**src/rtl/core/tlik_pkg.sv**
```systemverilog
// ----------------------------------------------------------------------------
// tlik_pkg: shared types and constants
// Widths, fixed-point constants and the CORDIC arctangent table for the
// two-link inverse kinematics pipeline.
// ----------------------------------------------------------------------------
package tlik_pkg;

  localparam int AngleFracBits = 4;
  localparam int CordicStages  = 16;
  localparam int TableLen      = 24;
  localparam int NumCordic     = (CordicStages > TableLen) ? TableLen : CordicStages;
  localparam int DegShift      = 24;
  localparam int RoundShift    = DegShift - AngleFracBits;

  localparam int RadW  = 20;
  localparam int RootW = 26;
  localparam int RemW  = 27;
  localparam int LimW  = 18;
  localparam int XW    = 30;
  localparam int ZW    = 34;
  localparam int SqrtSteps = RootW;

  localparam logic signed [ZW-1:0] Deg90  = ZW'(longint'(90) << DegShift);
  localparam logic signed [ZW-1:0] Deg180 = ZW'(longint'(180) << DegShift);
  localparam logic signed [ZW-1:0] RoundHalf = ZW'(longint'(1) << (RoundShift - 1));
  localparam logic [13:0] Deg270Out = 14'(270 * (2 ** AngleFracBits));

  typedef struct packed {
    logic                   valid;
    logic                   reach;
    logic [RadW-1:0]        pend_h;
    logic [RadW-1:0]        pend_s;
    logic [RemW-1:0]        rem_h;
    logic [RootW-1:0]       root_h;
    logic [RemW-1:0]        rem_s;
    logic [RootW-1:0]       root_s;
    logic signed [10:0]     xb;
    logic signed [10:0]     yb;
    logic signed [ZW-1:0]   zb;
  } sq_t;

  typedef struct packed {
    logic                   valid;
    logic                   reach;
    logic signed [XW-1:0]   ax;
    logic signed [XW-1:0]   ay;
    logic signed [ZW-1:0]   az;
    logic signed [XW-1:0]   bx;
    logic signed [XW-1:0]   by;
    logic signed [ZW-1:0]   bz;
  } cd_t;

  function automatic logic signed [ZW-1:0] atan_deg(input logic [4:0] idx);
    logic signed [ZW-1:0] v;
    case (idx)
      5'd0:  v = 34'sd754974720;
      5'd1:  v = 34'sd445687602;
      5'd2:  v = 34'sd235489088;
      5'd3:  v = 34'sd119537938;
      5'd4:  v = 34'sd60000934;
      5'd5:  v = 34'sd30029717;
      5'd6:  v = 34'sd15018523;
      5'd7:  v = 34'sd7509720;
      5'd8:  v = 34'sd3754917;
      5'd9:  v = 34'sd1877466;
      5'd10: v = 34'sd938734;
      5'd11: v = 34'sd469367;
      5'd12: v = 34'sd234684;
      5'd13: v = 34'sd117342;
      5'd14: v = 34'sd58671;
      5'd15: v = 34'sd29335;
      5'd16: v = 34'sd14668;
      5'd17: v = 34'sd7334;
      5'd18: v = 34'sd3667;
      5'd19: v = 34'sd1833;
      5'd20: v = 34'sd917;
      5'd21: v = 34'sd458;
      5'd22: v = 34'sd229;
      5'd23: v = 34'sd115;
      default: v = '0;
    endcase
    return v;
  endfunction

endpackage

```
**src/rtl/core/tlik_sqrt_cell.sv**
```systemverilog
// ----------------------------------------------------------------------------
// tlik_sqrt_cell: one digit of the square root chain
// Produces one root bit for the reach lane and the side lane and passes the
// remaining operands to the next cell.
// ----------------------------------------------------------------------------
module tlik_sqrt_cell (
  input  logic          clk_i,
  input  logic          rst_ni,
  input  logic          en_i,
  input  tlik_pkg::sq_t d_i,
  output tlik_pkg::sq_t q_o
);
  import tlik_pkg::*;

  sq_t             cell_d, cell_q;
  logic [RemW+1:0] acc_h, acc_s, trial_h, trial_s;

  always_comb begin
    cell_d = d_i;
    acc_h   = {d_i.rem_h, d_i.pend_h[RadW-1 -: 2]};
    acc_s   = {d_i.rem_s, d_i.pend_s[RadW-1 -: 2]};
    trial_h = {1'b0, d_i.root_h, 2'b01};
    trial_s = {1'b0, d_i.root_s, 2'b01};
    cell_d.pend_h = {d_i.pend_h[RadW-3:0], 2'b00};
    cell_d.pend_s = {d_i.pend_s[RadW-3:0], 2'b00};
    if (acc_h >= trial_h) begin
      cell_d.rem_h  = RemW'(acc_h - trial_h);
      cell_d.root_h = {d_i.root_h[RootW-2:0], 1'b1};
    end else begin
      cell_d.rem_h  = acc_h[RemW-1:0];
      cell_d.root_h = {d_i.root_h[RootW-2:0], 1'b0};
    end
    if (acc_s >= trial_s) begin
      cell_d.rem_s  = RemW'(acc_s - trial_s);
      cell_d.root_s = {d_i.root_s[RootW-2:0], 1'b1};
    end else begin
      cell_d.rem_s  = acc_s[RemW-1:0];
      cell_d.root_s = {d_i.root_s[RootW-2:0], 1'b0};
    end
  end

  always_ff @(posedge clk_i or negedge rst_ni) begin
    if (!rst_ni) begin
      cell_q <= '0;
    end else if (en_i) begin
      cell_q <= cell_d;
    end
  end

  assign q_o = cell_q;

endmodule

```
**config.mk**
```make
export PLATFORM = sky130hd
export DESIGN_NAME = tlik_sqrt_cell
export DESIGN_NICKNAME = d
export VERILOG_FILES = /design/src/rtl/core/tlik_pkg.sv /design/src/rtl/core/tlik_sqrt_cell.sv
export SDC_FILE = /design/constraint.sdc
export NUM_CORES = 1
export LEC_CHECK = 0
export ABC_AREA = 1
export BUFFER_PORTS_ARGS = -buffer_cell sky130_fd_sc_hd__buf_2
export CORE_MARGIN = 8
export CORE_UTILIZATION = 30
export CTS_CLUSTER_SIZE = 24
export DETAILED_ROUTE_END_ITERATION = 16
export PLACE_DENSITY_LB_ADDON = 0.05
export SLEW_MARGIN = 25
export SYNTH_ARGS = -nofsm -noshare
export SYNTH_HDL_FRONTEND = slang
export SYNTH_SLANG_ARGS = --single-unit
```
**constraint.sdc**
```tcl
create_clock -name clk_i -period 0.8 [get_ports clk_i]
set_input_delay 0.24 -clock clk_i [delete_from_list [all_inputs] [get_ports clk_i]]
set_output_delay 0.24 -clock clk_i [all_outputs]
set_load 0.01 [all_outputs]
```
==> flow_summary.json <==
{
  "vdd_drop_max_uv": 1450,
  "r2r_cells": 4,
  "drtAntennaViolNets": 0,
  "ys_async_sr_fraction_pct": 100,
  "cap_violations": 0,
  "synth_common_cells": "nand2_1 (820), inv_1 (209), dfrtp_1 (200), nor2_1 (164), nand3_1 (82)",
  "hold-path-endpoint": "q_o[13]$_DFFE_PN0P_",
  "initial_core_util_pct": 30.1,
  "critPathLaunchType": "input port",
  "rsz0062_at_grt": "yes",
  "wl_per_cell_um": 16.4,
  "yosys_warnings": 0,
  "ys_top_cells_by_area": "dfrtp_1 (41%), nand2_1 (25%), inv_1 (6.4%)",
  "crit-reg2reg-launch": "q_o[104]$_DFFE_PN0P_",
  "boundaryPins": 411,
  "drive_gt1_share_pct": 46.6,
  "via_per_inst": 4.41,
  "timing.critical_path.arrival_ns": 1.90,
  "cts.clk_slew.worst_paths_ns": 0.08,
  "dieArea_um2": 47400,
  "reg2reg_to": "q_o[104]$_DFFE_PN0P_",
  "root_buffer": "clkbuf_16",
  "fin_hold_ws_ns": 0.0375,
  "grt_pass1_vias": 14500,
  "crit_fanout": 5,
  "hp-class": "in2reg",
  "cts_buffers": 17,
  "fin_ws_ns": -0.740,
  "setup_viol": 267,
  "finalHoldViolations": 0,
  "cts_tree": "built",
  "power.density_nw_per_um2": 1540,
  "worst_clock_skew_ns": 0,
  "fmax_mhz": 649,
  "yosys.area.top_type_share_pct": 41.0,
  "grt_max_degree": 63,
  "fp.dieH_um": 218,
  "area_delta_synth_final_pct": 87.2,
  "synth_area_um2": 12200,
  "synth_edf_count": 0,
  "io_buffers": 406,
  "core-area_um2": 40600,
  "dr.pass1.iters": 5,
  "violations": "negative setup slack",
  "clock_path_buffers": 2,
  "ys_types": 39,
  "drv_slew": 0,
  "syn_avg_cell_area_um2": 6.77,
  "track_usage_pct": 21.8,
  "yosysSeqAreaShare_pct": 41.0,
  "drt-total-wl_um": 53300,
  "critical_path_required_ns": 1.16,
  "critPathKind": "in2reg",
  "timing.final.crit_share_pct": 193,
  "finalSetupTns_ns": -125.61,
  "synthFlopType": "dfrtp_1",
  "outcome": "finished with violations",
  "ys_seq_elements": 200,
  "min_from": "d_i[13]",
  "synthCells": 1803,
  "htree_num_levels": 4,
  "yosysMostFrequentCell": "nand2_1",
  "die_w_um": 218,
  "drcViolationCount": 0,
  "finalCriticalPeriod_ns": 1.54,
  "grt_overflow_total": 0,
  "fp-row-count": 74,
  "nets": 2954,
  "drtIter0Drc": 817,
  "grt_pass1_wl_um": 82100,
  "num_vias": 14300,
  "synth_top_area_cell": "dfrtp_1",
  "place_congestion": 0.859,
  "worstHoldPathCells": 3,
  "rrSetupSlack_ns": -0.07,
  "cp-end-kind": "flop",
  "antenna_found_initial": 9,
  "leakagePower_nw": 12.1,
  "cts.sinks": 200,
  "clock_latency_ns": 0.46,
  "largest_reg_flops": 200,
  "dp_hpwl_um": 40600
}
[cell type report]
type | count | area (um^2)
sequential | 200 | 5000
inverter | 212 | 941
clock inverter | 14 | 164
clock buffer | 18 | 439
antenna | 7 | 17.5
tap | 532 | 666
timing repair buffer | 924 | 7610
multi-input combinational | 1336 | 8020
fill | 3813 | 17700
[worst max path at each step]
stage	end	slack, ns	from
after floorplan	q_o[158]$_DFFE_PN0P_	-0.83	d_i[131]
after global placement	q_o[149]$_DFFE_PN0P_	-1.37	d_i[131]
after detailed placement	q_o[149]$_DFFE_PN0P_	-1.35	d_i[131]
after CTS	q_o[144]$_DFFE_PN0P_	-0.70	d_i[160]
after global routing	q_o[88]$_DFFE_PN0P_	-0.83	d_i[80]
final	q_o[143]$_DFFE_PN0P_	-0.74	d_i[133]
[routing by layer]
| metal | vias up | GRT usage [%] | part of all wire, % |
|---|---|---|---|
| li1 | 7312 | - | - |
| met1 | 6554 | 29.6 | 46 |
| met2 | 373 | 35.6 | 46 |
| met3 | 48 | 3.88 | 5.0 |
| met4 | 4 | 5.91 | 2.0 |
| met5 | - | 0 | 0.058 |
[through the flow]
stage / std cells / util, % / power, mW / worst slack, ns / area (um^2)
floorplan: 1806 / - / 17.3 / -0.834 / 13200
CTS: 3174 / 53.8 / 34.5 / -0.697 / 21800
detailed placement: 2953 / 44.0 / 22.5 / -1.35 / 17800
global placement: 2953 / 44.0 / 22.5 / -1.37 / 17800
global route: 3243 / 56.4 / 37.2 / -0.833 / 22900
finish: 3243 / 56.4 / 35.1 / -0.740 / 22900
[cells in the final DEF, fill, tap and decap left out, drive strengths merged, types with 21 or more instances in the layout]
cell,instances
dfrtp,200
clkbuf,21
buf,829
nand2,827
inv,215
nor2,173
nand4,24
ha,56
nand3,84
a21oi,37
o21ai,68
dlygate4sd3,92
[power by group]
group          switching (mW)  internal, mW  leakage, nW
sequential              0.781          11.2         2.43
combinational            6.80          7.27         9.42
clock                    4.51          4.53        0.291
total                    12.1          23.0         12.1
[critical path, stage by stage]
cell and delay, ns:
buf_8 0.11, inv_8 0.06, ha_4 0.22, a21oi_4 0.15
nor2_2 0.04, nor2_2 0.15, nand2_2 0.10, a21oi_4 0.15
nand3_4 0.10, buf_8 0.16, clkbuf_16 0.16, nor2_4 0.07
nor2_1 0.04, nand2_1 0.08, nand2_1 0.05
[cells by family (layout without fill, tap and decap cells)]
group	after synthesis	count (layout)	share of synthesized area, %
buffers and inverters	270	1168	8.91
flip-flops	200	200	41.0
AND/OR/NAND/NOR	1130	1130	37.2
other	1	11	0.0307
adder cells (fa/ha/maj)	56	56	5.74
AO/OA/AOI/OAI	121	121	5.33
XOR/XNOR	25	25	1.79
[timing repair]
item,4_1_cts,5_1_grt
resized for setup,416,160
hold buffers,91,1
hold endpoints to repair,290,1
cloned,7,2
buffers inserted,97,66
pin swaps,105,87
setup endpoints to repair,256,282
(Power assumes the default switching activity.)
